<file path="src/rtl/smm_pkg.sv">
// Package: shared constants, types and helpers of the square-window morphology core.
package smm_pkg;

   localparam int MAX_WIDTH  = 1024;
   localparam int MAX_HEIGHT = 1024;
   localparam int MAX_RADIUS = 4;

   localparam int DIM_W   = $clog2(MAX_WIDTH + 1) > $clog2(MAX_HEIGHT + 1) ?
                            $clog2(MAX_WIDTH + 1) : $clog2(MAX_HEIGHT + 1);
   localparam int COL_W   = $clog2(MAX_WIDTH);
   localparam int ROW_W   = $clog2(MAX_HEIGHT + MAX_RADIUS + 1);
   localparam int RAD_W   = $clog2(MAX_RADIUS + 1);
   localparam int LAG_MAX = MAX_RADIUS * MAX_WIDTH + MAX_RADIUS;
   localparam int CNT_W   = $clog2(MAX_WIDTH * MAX_HEIGHT + LAG_MAX + 1);
   localparam int WIN     = 2 * MAX_RADIUS + 1;
   localparam int HIST_W  = 2 * MAX_RADIUS;
   localparam int PIX_AW  = $clog2(LAG_MAX + 1);
   localparam int PIX_DEPTH = 1 << PIX_AW;
   localparam int CSR_DATA_W = 11;
   localparam int CHAN_W  = 8;

   localparam int FIFO_DEPTH = 8;
   localparam int FIFO_AW    = $clog2(FIFO_DEPTH);
   localparam int RES_W      = $clog2(FIFO_DEPTH + 1);

   localparam int RESET_WIDTH  = 640;
   localparam int RESET_HEIGHT = 480;
   localparam int RESET_RADIUS = 2;
   localparam int RESET_TOTAL  = RESET_WIDTH * RESET_HEIGHT;
   localparam int RESET_LAG    = RESET_RADIUS * RESET_WIDTH + RESET_RADIUS;

   localparam logic [CHAN_W-1:0] CHAN_MAX = 8'd255;

   typedef enum logic [1:0] {
      REG_FRAME_WIDTH,
      REG_FRAME_HEIGHT,
      REG_RADIUS,
      REG_MODE
   } csr_index_type;

   typedef enum logic {
      KIND_PIXEL,
      KIND_FLUSH
   } kind_type;

   typedef enum logic {
      MODE_DILATE,
      MODE_ERODE
   } mode_type;

   typedef struct packed {
      logic [CHAN_W-1:0] red;
      logic [CHAN_W-1:0] green;
      logic [CHAN_W-1:0] blue;
   } pixel_type;

   localparam pixel_type WHITE_PX = '{red: CHAN_MAX, green: CHAN_MAX, blue: CHAN_MAX};
   localparam pixel_type BLACK_PX = '0;

   typedef struct packed {
      logic [DIM_W-1:0] width;
      logic [DIM_W-1:0] height;
      logic [RAD_W-1:0] radius;
      mode_type         mode;
      logic [CNT_W-1:0] total;
      logic [CNT_W-1:0] lag;
      logic [CNT_W-1:0] span;
   } cfg_type;

   typedef struct packed {
      logic      valid;
      pixel_type pix;
   } step_type;

   typedef struct packed {
      logic busy;
      logic room;
   } win_status_type;

   typedef struct packed {
      logic      valid;
      pixel_type pix;
      logic      frame_end;
   } result_type;

   function automatic logic [DIM_W-1:0] clamp_dim(input logic [CSR_DATA_W-1:0] v,
                                                  input int hi);
      logic [DIM_W-1:0] r;
      if (v == '0) r = DIM_W'(1);
      else if (32'(v) > hi) r = DIM_W'(hi);
      else r = DIM_W'(v);
      return r;
   endfunction

   function automatic logic [RAD_W-1:0] clamp_radius(input logic [2:0] v);
      logic [RAD_W-1:0] r;
      if (32'(v) > MAX_RADIUS) r = RAD_W'(MAX_RADIUS);
      else r = RAD_W'(v);
      return r;
   endfunction

endpackage

</file>
<file path="src/rtl/smm_if.sv">


interface smm_rsp_if;
   logic       valid;
   logic       ready;
   logic [7:0] out_blue;
   logic [7:0] out_green;
   logic [7:0] out_red;
   logic       frame_end;

   modport source (output valid, output out_blue, output out_green, output out_red,
                   output frame_end, input ready);
   modport sink (input valid, input out_blue, input out_green, input out_red,
                 input frame_end, output ready);
endinterface

</file>
<file path="src/rtl/smm_rsp_queue.sv">
// Result queue: holds computed results and releases one per earned credit.
module smm_rsp_queue import smm_pkg::*; (
   input  logic       clock,
   input  logic       reset,
   input  result_type push,
   input  logic       credit_add,
   output logic       pop,
   smm_rsp_if.source  rsp_if
);

   pixel_type        pix_q [FIFO_DEPTH];
   logic             end_q [FIFO_DEPTH];
   logic [FIFO_AW-1:0] wr_ff, rd_ff;
   logic [RES_W-1:0] count_ff;
   logic [CNT_W-1:0] credit_ff;

   assign rsp_if.valid     = (count_ff != '0) && (credit_ff != '0);
   assign rsp_if.out_blue  = pix_q[rd_ff].blue;
   assign rsp_if.out_green = pix_q[rd_ff].green;
   assign rsp_if.out_red   = pix_q[rd_ff].red;
   assign rsp_if.frame_end = end_q[rd_ff];
   assign pop              = rsp_if.valid && rsp_if.ready;

   always_ff @(posedge clock) begin
      if (push.valid) begin
         pix_q[wr_ff] <= push.pix;
         end_q[wr_ff] <= push.frame_end;
      end
   end

   always_ff @(posedge clock) begin
      if (reset) begin
         wr_ff     <= '0;
         rd_ff     <= '0;
         count_ff  <= '0;
         credit_ff <= '0;
      end else begin
         if (push.valid) begin
            wr_ff <= wr_ff + FIFO_AW'(1);
         end
         if (pop) begin
            rd_ff <= rd_ff + FIFO_AW'(1);
         end
         count_ff  <= count_ff + RES_W'(push.valid) - RES_W'(pop);
         credit_ff <= credit_ff + CNT_W'(credit_add) - CNT_W'(pop);
      end
   end

   assert property (@(posedge clock) disable iff (reset)
      push.valid |-> count_ff < RES_W'(FIFO_DEPTH) || pop)
      else $error("result pushed into a full queue");

endmodule

</file>
<file path="src/flat_wrapper.sv">
// flat-port wrapper written by rule: the top's interface ports become plain ports
module smm_rsp_queue_flat import smm_pkg::*;
  (clock, reset, push, credit_add, pop, rsp_if_valid, rsp_if_out_blue, rsp_if_out_green, rsp_if_out_red, rsp_if_frame_end, rsp_if_ready);
  smm_rsp_if rsp_if_i ();
  input  logic clock;
  input  logic reset;
  input  result_type push;
  input  logic credit_add;
  output logic pop;
  output wire logic [$bits(rsp_if_i.valid)-1:0] rsp_if_valid;
  output wire logic [$bits(rsp_if_i.out_blue)-1:0] rsp_if_out_blue;
  output wire logic [$bits(rsp_if_i.out_green)-1:0] rsp_if_out_green;
  output wire logic [$bits(rsp_if_i.out_red)-1:0] rsp_if_out_red;
  output wire logic [$bits(rsp_if_i.frame_end)-1:0] rsp_if_frame_end;
  input wire logic [$bits(rsp_if_i.ready)-1:0] rsp_if_ready;
  assign rsp_if_valid = rsp_if_i.valid;
  assign rsp_if_out_blue = rsp_if_i.out_blue;
  assign rsp_if_out_green = rsp_if_i.out_green;
  assign rsp_if_out_red = rsp_if_i.out_red;
  assign rsp_if_frame_end = rsp_if_i.frame_end;
  assign rsp_if_i.ready = rsp_if_ready;
  smm_rsp_queue u_core (.clock(clock), .reset(reset), .push(push), .credit_add(credit_add), .pop(pop), .rsp_if(rsp_if_i));
endmodule
</file>
<file path="config.mk">
export PLATFORM = sky130hd
export DESIGN_NAME = smm_rsp_queue_flat
export DESIGN_NICKNAME = d
export VERILOG_FILES = /design/src/rtl/smm_pkg.sv /design/src/rtl/smm_if.sv /design/src/rtl/smm_rsp_queue.sv /design/src/flat_wrapper.sv
export SDC_FILE = /design/constraint.sdc
export NUM_CORES = 1
export LEC_CHECK = 0
export BUFFER_PORTS_ARGS = -buffer_cell sky130_fd_sc_hd__buf_2
export CORE_MARGIN = 8
export CORE_UTILIZATION = 40
export CTS_BUF_LIST = sky130_fd_sc_hd__clkbuf_8 sky130_fd_sc_hd__clkbuf_16
export CTS_CLUSTER_DIAMETER = 50
export DETAILED_ROUTE_END_ITERATION = 12
export PLACE_DENSITY_LB_ADDON = 0.1
export SETUP_SLACK_MARGIN = 0.2
export SLEW_MARGIN = 20
export SYNTH_ARGS = -nofsm -noshare
export SYNTH_HDL_FRONTEND = slang
export SYNTH_SLANG_ARGS = --single-unit
</file>
<file path="constraint.sdc">
create_clock -name clock -period 3.2 [get_ports clock]
set_input_delay 0.48 -clock clock [delete_from_list [all_inputs] [get_ports clock]]
set_output_delay 0.48 -clock clock [all_outputs]
set_load 0.02 [all_outputs]
</file>
Word level (Yosys, flattened, before mapping)
Memories as Yosys holds them, arrays and structs flattened. A register that Yosys moved wholly into a read port is not among the register bits.
Index checks and enable logic that the tools add are counted.
Widths: inputs -> output; s select.
{"block": "totals", "register_bits": 31, "mem_count": 2, "out_inout_bits": 27, "ram_bits": 200, "wordCells": 22, "input_bits": 30}
{"block": "op_classes", "add_sub_neg": 6, "mux": 6, "n_reduce_logical": 4}
{"memory": "u_core.pix_q", "words": 8, "word_bits": 24, "read_ports": 1, "rd_ports_with_merged_regs": 1, "write_ports": 1, "line_no": "smm_rsp_queue.sv:11", "text": "pixel_type pix_q [FIFO_DEPTH];"}
{"memory": "u_core.end_q", "words": 8, "word_bits": 1, "read_ports": 1, "rd_ports_with_merged_regs": 1, "write_ports": 1, "line_no": "smm_rsp_queue.sv:12", "text": "logic end_q [FIFO_DEPTH];"}
{"cell": "$add 21x1->21", "count": 1}
{"cell": "$reduce_bool 21->1", "count": 1}
{"cell": "$sub 21x1->21", "count": 1}
{"cell": "$mux 3", "count": 4}
{"cell": "$add 3x1->3 const B", "count": 2}
{"cell": "$add 4x1->4", "count": 1}
{"cell": "$reduce_bool 4->1", "count": 1}
{"cell": "$sub 4x1->4", "count": 1}
{"cell": "$logic_and 1x1->1", "count": 2}
{"cell": "$mux 1", "count": 2}

Longest topological paths before layout
Gate-level depths: netlist of the first run.
{"block": "depth", "depth_word": 5, "ltp_mapped": 17}

Worst setup path after synthesis of the first run
No wires, ideal clock.
{"block": "synth_timing", "path_type": "reg-to-reg", "from": "register u_core.credit_ff[8]", "to": "register u_core.credit_ff[18]", "path_buffers": 0, "t_required_ps": 3077, "arrival_time_ps": 3451, "path_stages_with_launch": 18, "slack_ps": -374, "path_cell_list": "dfxtp_1 inv_1 ha_1 and4b_1 a31oi_1 nand2_1 inv_1 nand2b_1 nand2_1 ha_1 inv_1 fa_1 nor2b_1 o2111a_1 nor4_2 nor2_1 a31oi_1 mux2_1"}
{"block": "synth_between", "elab_chain_cells": 4, "elab_cells_between_ends": 5, "cone_classes": "add/sub: 2; reduce/logical: 3"}
{"item": "from (decl)", "line_no": "smm_rsp_queue.sv:15", "text": "logic [CNT_W-1:0] credit_ff;"}
{"item": "from (signal assigned)", "line_no": "smm_rsp_queue.sv:45", "text": "credit_ff <= credit_ff + CNT_W'(credit_add) - CNT_W'(pop);"}
{"item": "$reduce_bool 21->1", "line_no": "smm_rsp_queue.sv:17", "text": "assign rsp_if.valid = (count_ff != '0) && (credit_ff != '0);"}
{"item": "$logic_and 1x1->1", "line_no": "smm_rsp_queue.sv:17"}
{"item": "net rsp_if_valid", "line_no": "flat_wrapper.sv:10", "text": "output wire logic [$bits(rsp_if_i.valid)-1:0] rsp_if_valid;"}
{"item": "$logic_and 1x1->1", "line_no": "smm_rsp_queue.sv:22", "text": "assign pop = rsp_if.valid && rsp_if.ready;"}
{"item": "net pop", "line_no": "flat_wrapper.sv:9", "text": "output logic pop;"}
{"item": "$sub 21x1->21", "line_no": "smm_rsp_queue.sv:45"}
The timed path passes the listed nets, and every way through them passes these cells.
A chain may end at the register's enable or synchronous reset.

Final worst setup path of the first run
{"block": "layout_timing", "from": "register u_core.credit_ff[8]", "to": "register u_core.credit_ff[19]"}
{"block": "layout_between", "elab_chain_cells": 4, "elab_cells_between_ends": 5, "cone_classes": "add/sub: 2; reduce/logical: 3"}
{"item": "parallel branches: the longest is 3 deep, another holds $add 21x1->21"}
{"item": "$sub 21x1->21 (*)", "line_no": "smm_rsp_queue.sv:45"}
Mark *: on every way between the ends.

==> impl_metrics.toml, run 1 <==
[clock_tree]
root_buffer = "clkbuf_16"
cts_num_sinks = 234
htreeDepth = 1
hold_buffers = 0
clkTransAtPathRegs_ns = 0.06
clk_latency_ns = 0.52
cts_tree = "built"
cts_buffer_depth = 3
cts_buffers = 27

[global_routing]
overflow = 0
grt_pass1_vias = 5891
antenna_found_initial = 1
grt_pass1_wl_um = 32500
gr-usage-all-layers_pct = 13.6
grt_max_degree = 51

[route]
vias = 5510
via_per_inst = 5.15
first_pass_iters = 4
wl_per_cell_um = 19.3
drtAntennaViolNets = 0
drc_errors = 0
drtIter0Drc = 249
finalWirelength_um = 20700

[cells_and_area]
multi_input_area_um2 = 3420
nets = 786
final_layout_size_suffix_gt1_share_pct = 43.4
area_growth_syn_to_layout_pct = 23.3
n_antenna_cell = 0
regArea_um2 = 6710
design_area_um2 = 12300
instances_no_fill = 1070
final_util_pct = 49.6
fillers = 2073

[sta]
timing.final.hold_violations = 0
clock.fmax_mhz = 325
fin_worst_skew_ns = 0.0101
fin_ws_ns = 0.122
finalCriticalPeriod_ns = 3.08
min_period_over_period_pct = 96.2
tightest_slew_ns = 0.750
slew_viol_final = 0
setup_viol = 0
relSlewSlack_pct = 49.7
rsz0062_at_grt = "true"

[worst_setup_path]
crit_path_end = "u_core.credit_ff[19]$_SDFF_PP0_"
reg2reg_to = "u_core.credit_ff[19]$_SDFF_PP0_"
cp_max_fo = 6
cp.arrival_ns = 3.49
critPathKind = "reg2reg"
r2r-start = "u_core.credit_ff[8]$_SDFF_PP0_"
worstPathRequired_ns = 3.61
cp-startpoint = "u_core.credit_ff[8]$_SDFF_PP0_"
ff2ff_path_depth = 17
start_kind = "flop"
endpoint_kind = "flop"
regToRegSetupSlack_ns = 0.12

[outcome]
status = "completed"

[place]
dp_slack_ns = -0.0354
port_buffers = 56
dp_cells = 988
gp_congestion = 0.806
hpwl_um = 11800
place_area_um2 = 11000

[logic_synthesis]
avgSynthCellArea_um2 = 16.8
synth_nets = 663
async_flop_share_pct = 0
syn_area_um2 = 10000
ys_ff_latch = 234
synth_area_leaders = "edfxtp_1, mux4_2, dfxtp_1, ha_1, mux2_2"
synth_top_area_share_pct = 60.0
synth_edf_count = 200
ys_seq_area_share_pct = 66.9
netlist_instances = 596
yosys_warnings = 0
synth_ff_type = "edfxtp_1"
yosys.area.top_type = "edfxtp_1"
ys_types = 56

[floorplanning]
initial_core_util_pct = 40.2
die-area_um2 = 30300
die_y_um = 174
fp.dieW_um = 174
core-area_um2 = 24900
rows = 58
io_pins = 57

[power]
power.density_nw_per_um2 = 910
max-vdd-ir-drop_mv = 0.599
total_power_mw = 11.2
power.leakage_nw = 4.33

[hold_path]
hold_path_class = "in2reg"

[flow_run]
cap_violations = 0
synth_stat cells, types with 3 or more instances:
cell type / instances
mux2_2: 29
nand3b_1: 3
mux2_1: 4
a31oi_1: 3
o21ai_0: 6
xor2_1: 6
ha_1: 35
nand2_1: 13
nor4_1: 3
edfxtp_1: 200
nand2b_1: 11
o21bai_1: 3
clkbuf_1: 12
nor2_1: 55
nor2b_1: 14
inv_1: 34
mux4_2: 50
buf_2: 7
dfxtp_1: 34
a21oi_1: 16
xnor2_1: 9
nor3_1: 7
buf_1: 3
placed cells by master, fill, tap and decap left out, types with 4 or more instances in the layout:
master and instances:
a21oi_2 6, clkinv_1 6, buf_6 16, nor3_2 4
ha_4 5, clkbuf_16 27, dfxtp_1 14, mux2_2 28
mux4_2 50, nor2_4 7, xor2_1 6, inv_2 12
nand2_1 10, xnor2_1 9, nor2b_1 12, inv_1 28
ha_1 25, ha_2 5, nor2_1 48, mux2_4 4
buf_2 56, o21ai_0 6, a21oi_1 11, buf_4 41
edfxtp_1 200, dfxtp_2 19, nor3_1 4, nand2b_1 10
critical path, cell delays in order, from the launching register on:
cell,delay [ns]
dfxtp_2,0.33
inv_1,0.06
ha_2,0.20
and4b_1,0.20
a31oi_4,0.15
nand2_2,0.11
inv_4,0.07
nand2b_4,0.07
buf_4,0.14
ha_4,0.26
a21oi_2,0.05
nor2b_2,0.16
a31oi_2,0.11
buf_6,0.16
a2111oi_4,0.36
buf_4,0.18
a211oi_4,0.04
mux2_4,0.31
metal layers:
metal  wire length, um  global-route usage [%]  up-vias
met5                13                       0        -
met4               435                    3.99        2
met3               972                    3.10       40
met2             10700                    24.2       98
met1              8530                    16.1     2820
li1                  -                       -     2550
power by group:
part | internal (mW) | switching [mW] | leakage [nW]
logic | 2.33 | 2.36 | 1.78
clock network | 1.64 | 1.20 | 0.437
registers | 3.56 | 0.127 | 2.10
metrics by stage:
stage / setup TNS [ns] / hold slack (ns)
6_report: 0 / 0.223
3_5_place_dp: -0.0581 / 0.491
5_1_grt: 0 / 0.206
2_1_floorplan: 0 / 0.472
3_3_place_gp: -0.0236 / 0.488
4_1_cts: 0 / 0.191
cell type report:
type                       instances  area share, %
clock buffer                      27           5.48
clock inverter                    23           1.28
inverter                          34           1.05
multi-input combinational        306           27.7
sequential                       234           54.4
tap                              330           3.35
timing repair buffer             116           6.72
registers in the layout, indices dropped and copies added, names as in the netlist, named ones only:
signal and cells:
u_core.pix_q 192, u_core.wr_ff 3, u_core.credit_ff 21, u_core.end_q 8, u_core.rd_ff 3, u_core.count_ff 4
what timing repair did:
action                     4_1_cts  5_1_grt
setup endpoints to repair        7       14
gates cloned                     0        0
resized for setup               27       44
pin swaps                        5       19
buffers inserted                24        8
logic make-up (layout without fill, tap and decap cells):
family | count (synthesis) | in the layout | share of synthesized area, %
buffers and inverters | 56 | 200 | 2.19
muxes | 85 | 85 | 15.2
DFF | 234 | 234 | 66.9
AOI/OAI and AO/OA | 50 | 50 | 3.63
adders and majority gates | 37 | 37 | 4.78
and+or+nand+nor | 119 | 119 | 6.07
xor gates and xnor gates | 15 | 15 | 1.31
worst min path at each step:
| stage | startpoint | to | slack [ns] | cells after the start |
|---|---|---|---|---|
| 5_1_grt | push[8] | u_core.pix_q[1][7]$_DFFE_PP_ | 0.21 | 1 |
| 6_report | push[8] | u_core.pix_q[6][7]$_DFFE_PP_ | 0.22 | 1 |
| 2_1_floorplan | u_core.rd_ff[2]$_SDFFE_PP0P_ | flop | 0.47 | 2 |
| 4_1_cts | push[8] | u_core.pix_q[1][7]$_DFFE_PP_ | 0.19 | 1 |
| 3_5_place_dp | u_core.rd_ff[2]$_SDFFE_PP0P_ | flop | 0.49 | 2 |
| 3_3_place_gp | u_core.rd_ff[2]$_SDFFE_PP0P_ | flop | 0.49 | 2 |
Note: power is estimated with default switching activity, not from simulation.
==> run 2: changes to the inputs <==
CAP_MARGIN = 20   (was not set)
CORE_ASPECT_RATIO = 1.25   (was not set)
==> impl_metrics.toml, run 2 (same netlist as run 1, synthesis figures left out) <==
[worst_setup_path]
ff2ff_path_depth = 19
start_kind = "flop"
r2r-start = "u_core.credit_ff[2]$_SDFF_PP0_"
regToRegSetupSlack_ns = 0.02
worstPathRequired_ns = 3.59
cp_max_fo = 4
reg2reg_to = "u_core.credit_ff[12]$_SDFF_PP0_"
cp-startpoint = "u_core.credit_ff[2]$_SDFF_PP0_"
critPathKind = "reg2reg"
cp.arrival_ns = 3.57
endpoint_kind = "flop"

[power]
p_int_mw = 7.62
p_seq_share_pct = 32.9
power.switching_mw = 3.66
total_power_mw = 11.3
power_switching_share_pct = 32.5
combinationalPowerShare_pct = 41.4
power_frac_clock_pct = 25.8
power.density_nw_per_um2 = 914
power.leakage_nw = 4.34
max-vdd-ir-drop_mv = 0.650

[sta]
tightest_slew_ns = 0.857
tns_ns = 0
rsz0062_at_grt = "true"
slew_viol_final = 0
setup_viol = 0
clock.fmax_mhz = 315
fin_worst_skew_ns = 0.00689
hold_slack_ns = 0.231
relSlewSlack_pct = 42.4
finalCriticalPeriod_ns = 3.18
timing.final.hold_violations = 0
min_period_over_period_pct = 99.3

[clock_tree]
root_buffer = "clkbuf_16"
cts_num_sinks = 234
clk_latency_ns = 0.51
cts_tree = "built"
cts_buffer_depth = 3
clkTransAtPathRegs_ns = 0.06
hold_buffers = 0
cts_buffers = 25
htreeDepth = 1

[floorplanning]
die-area_um2 = 30400
initial_core_util_pct = 40.8
rows = 64
core-area_um2 = 24500
io_pins = 57
die_y_um = 193
fp.dieW_um = 157

[cells_and_area]
layout_common_cells = "edfxtp_1, buf_4, buf_2"
area_growth_syn_to_layout_pct = 23.4
layout_commonest_cell = "edfxtp_1"
nets = 792
instances_no_fill = 1074
reg.largest.list = "u_core.pix_q x192, u_core.credit_ff x21, u_core.end_q x8"
final_layout_size_suffix_gt1_share_pct = 42.7
largest_reg_flops = 192
regMostFlops = "u_core.pix_q"

[route]
topRoutingLayerUsed = "met4"
wl_met2_um = 11300
drtIter0Drc = 253
wl_met3_um = 764
vias = 5457
wl_met1_um = 8600
drc_errors = 0
drtAntennaViolNets = 0
finalWirelength_um = 21100
wl_per_cell_um = 19.6
via_per_inst = 5.08
first_pass_iters = 4

[hold_path]
holdPathStages = 1
min_to = "u_core.pix_q[5][21]$_DFFE_PP_"
hp-start = "push[22]"
hold_path_class = "in2reg"

[global_routing]
grt_max_degree = 41
grt_pass1_vias = 5858
grt_pass1_wl_um = 32900
gr-usage-all-layers_pct = 14.3
overflow = 0
antenna_found_initial = 0

[place]
port_buffers = 56
hpwl_um = 13700
dp_cells = 1019
gp_congestion = 0.801

[flow_run]
cap_violations = 0

[outcome]
status = "completed"
-- run 2: timing repair --
| action | in CTS | in global routing |
|---|---|---|
| resized for setup | 21 | 23 |
| endpoints found under the hold margin | 0 | 0 |
| buffers inserted | 7 | 2 |
| pin swaps | 8 | 11 |
| setup endpoints to repair | 8 | 12 |
-- run 2: area by class of cell --
class | instances | area (um2)
fillers | 2104 | 12200
flip-flops and latches | 234 | 6710
multi-input cells | 306 | 3380
repair buffers | 124 | 873
clock buffers | 25 | 626
well taps | 330 | 413
clock inverters | 20 | 215
inverters | 34 | 130
diodes | 1 | 2.50
-- run 2: worst max-delay path by stage --
stage | to | cells after the start
finish | u_core.credit_ff[12]$_SDFF_PP0_ | 19
CTS | u_core.credit_ff[18]$_SDFF_PP0_ | 19
global placement | u_core.credit_ff[14]$_SDFF_PP0_ | 19
global route | u_core.credit_ff[14]$_SDFF_PP0_ | 18
detailed placement | u_core.credit_ff[14]$_SDFF_PP0_ | 19
floorplan | u_core.credit_ff[12]$_SDFF_PP0_ | 17
-- run 2: per-layer routing --
layer,global-route usage (%),vias up
met3,2.31,28
met5,0,-
met2,26.4,78
met1,16.8,2801
li1,-,2550
met4,3.89,0
-- run 2: worst max-delay path: stages, from the launching register on --
cell	delay, ns
dfxtp_2	0.32
inv_2	0.07
ha_4	0.13
nor4bb_4	0.33
a31oi_4	0.13
nand2_2	0.13
inv_4	0.05
nand2b_4	0.07
nand2_4	0.06
ha_4	0.16
inv_2	0.05
fa_2	0.21
nor2b_4	0.04
o2111a_1	0.26
nor4_2	0.14
buf_4	0.17
nor2_1	0.05
buf_4	0.19
a31oi_4	0.18
mux2_4	0.31
-- run 2: stage by stage --
stage	area, um2	util [%]	worst slack [ns]
after CTS	12200	49.9	0.0286
after floorplan	10100	-	0.129
after detailed placement	11200	45.8	-0.101
after global routing	12300	50.4	-0.148
final	12300	50.4	0.0211
after global placement	11200	45.8	-0.0397
-- run 2: power groups by stage --
stage	clock network, mW	logic [mW]	registers, mW
4_1_cts	2.98	4.45	3.71
5_1_grt	3.11	5.13	3.74
2_1_floorplan	0	2.89	3.70
3_3_place_gp	0	4.07	3.76
6_report	2.91	4.67	3.71
3_5_place_dp	0	4.11	3.77
==> run 3: changes to the inputs <==
CORE_UTILIZATION = 55   (was 40)
RECOVER_POWER = 100   (was not set)
SLEW_MARGIN = 40   (was 20)
==> impl_metrics.toml, run 3 (same netlist as run 1, synthesis figures left out) <==
[sta]
min_period_over_period_pct = 96.4
clock.fmax_mhz = 324
fin_worst_skew_ns = 0.00894
tns_ns = 0
tightest_slew_ns = 1.94
fin_ws_ns = 0.115
setup_viol = 0
hold_slack_ns = 0.324
slew_viol_final = 208
timing.final.hold_violations = 0
relSlewSlack_pct = -29.3
finalCriticalPeriod_ns = 3.08
rsz0062_at_grt = "true"

[cells_and_area]
n_antenna_cell = 0
regArea_um2 = 6710
layout_commonest_cell = "edfxtp_1"
instances_no_fill = 940
reg.largest.list = "u_core.pix_q x192, u_core.credit_ff x21, u_core.end_q x8"
final_util_pct = 65.6
area_growth_syn_to_layout_pct = 17.8
regMostFlops = "u_core.pix_q"
layout_common_cells = "edfxtp_1, mux4_2, nor2_1"
multi_input_area_um2 = 3370
final_layout_size_suffix_gt1_share_pct = 34.4
fillers = 1282
largest_reg_flops = 192
design_area_um2 = 11800
nets = 761

[outcome]
status = "complete, but fails checks"
failed_checks = "capacitance limit, slew limit"

[floorplanning]
die-area_um2 = 22800
initial_core_util_pct = 55.7
rows = 55
die_y_um = 167
core-area_um2 = 18000
fp.dieW_um = 137
io_pins = 57

[power]
max-vdd-ir-drop_mv = 0.684
total_power_mw = 10.7
power.leakage_nw = 4.05
power.density_nw_per_um2 = 906

[clock_tree]
cts_buffers = 24
cts_num_sinks = 234
cts_tree = "built"
cts_buffer_depth = 3
clkTransAtPathRegs_ns = 0.06
htreeDepth = 1
clk_latency_ns = 0.50
root_buffer = "clkbuf_16"

[route]
finalWirelength_um = 19400
drc_errors = 0
drtIter0Drc = 265
vias = 5370
wl_per_cell_um = 20.7
first_pass_iters = 4
drtAntennaViolNets = 0
via_per_inst = 5.71

[worst_setup_path]
cp.arrival_ns = 3.47
r2r-start = "u_core.credit_ff[4]$_SDFF_PP0_"
regToRegSetupSlack_ns = 0.12
critPathKind = "reg2reg"
cp_max_fo = 3
ff2ff_path_depth = 18
worstPathRequired_ns = 3.59
reg2reg_to = "u_core.credit_ff[14]$_SDFF_PP0_"
start_kind = "flop"
endpoint_kind = "flop"
crit_path_end = "u_core.credit_ff[14]$_SDFF_PP0_"
cp-startpoint = "u_core.credit_ff[4]$_SDFF_PP0_"

[global_routing]
met1_usage_pct = 20.7
gr-usage-all-layers_pct = 17.3
grt_pass1_wl_um = 30500
grt_pass1_vias = 5651
met2_usage_pct = 30.9
overflow = 0
gr-max-usage-layer = "met2"
grtUsageMet3_pct = 2.74
antenna_found_initial = 0
grt_max_degree = 42

[hold_path]
hold_path_class = "in2reg"
hp-start = "push[7]"

[place]
gp_congestion = 0.863
port_buffers = 56
dp_slack_ns = -0.124
dp_cells = 877
place_area_um2 = 10800
hpwl_um = 11900

[flow_run]
cap_violations = 8
run 3: cell count changes in the layout (fill, tap and decap cells not counted), moves of 3 or more:
cell       previous run  this run
buf_4                60        27
clkbuf_1              0        33
buf_2                56        31
nor2_4                0         7
nor2_2                6         0
buf_12                6         2
a21oi_1              11        14
bufinv_16             4         1
inv_1                29        32
run 3: layout make-up:
class / count / area share [%]
clock inverter: 19 / 1.08
clock buffer: 25 / 5.31
inverter: 34 / 1.10
tap: 228 / 2.42
timing repair buffer: 94 / 4.52
multi-input combinational: 306 / 28.6
sequential: 234 / 56.9
run 3: worst min path at each step:
stage | to | slack (ns) | cells after the start
floorplan | flop | 0.47 | 2
detailed placement | flop | 0.51 | 2
CTS | u_core.pix_q[4][20]$_DFFE_PP_ | 0.23 | 1
global placement | u_core.rd_ff[2]$_SDFFE_PP0P_ | 0.49 | 2
global route | u_core.pix_q[3][20]$_DFFE_PP_ | 0.32 | 1
finish | u_core.pix_q[5][6]$_DFFE_PP_ | 0.32 | 1
run 3: timing repair:
| action | CTS | global route |
|---|---|---|
| pin swaps | 3 | 14 |
| resized for setup | 18 | 24 |
| setup buffers | 6 | 13 |
| hold buffers | 0 | 0 |
| endpoints found under the setup margin | 12 | 18 |
| endpoints found under the hold margin | 0 | 0 |
run 3: power breakdown:
group / internal [mW] / leakage [nW] / switching, mW
Clock: 1.50 / 0.379 / 1.11
Combinational: 2.07 / 1.56 / 2.26
Sequential: 3.56 / 2.10 / 0.163
run 3: critical path: stages (launching register included):
cell	delay [ns]
dfxtp_2	0.32
inv_2	0.08
ha_4	0.13
nor4bb_4	0.32
a31oi_4	0.13
nand2_4	0.10
inv_4	0.04
nand2b_4	0.08
nand2_4	0.06
ha_4	0.16
inv_2	0.05
fa_2	0.23
nor2b_4	0.05
o2111a_2	0.27
nor4_4	0.25
nor4_2	0.09
buf_4	0.17
nor3_2	0.14
mux2_4	0.32
run 3: per-layer routing:
layer | part of all wire, % | vias to the layer above
met2 | 53 | 93
met3 | 3.9 | 32
met1 | 40 | 2742
met5 | 0 | -
met4 | 2.4 | 0
li1 | - | 2503
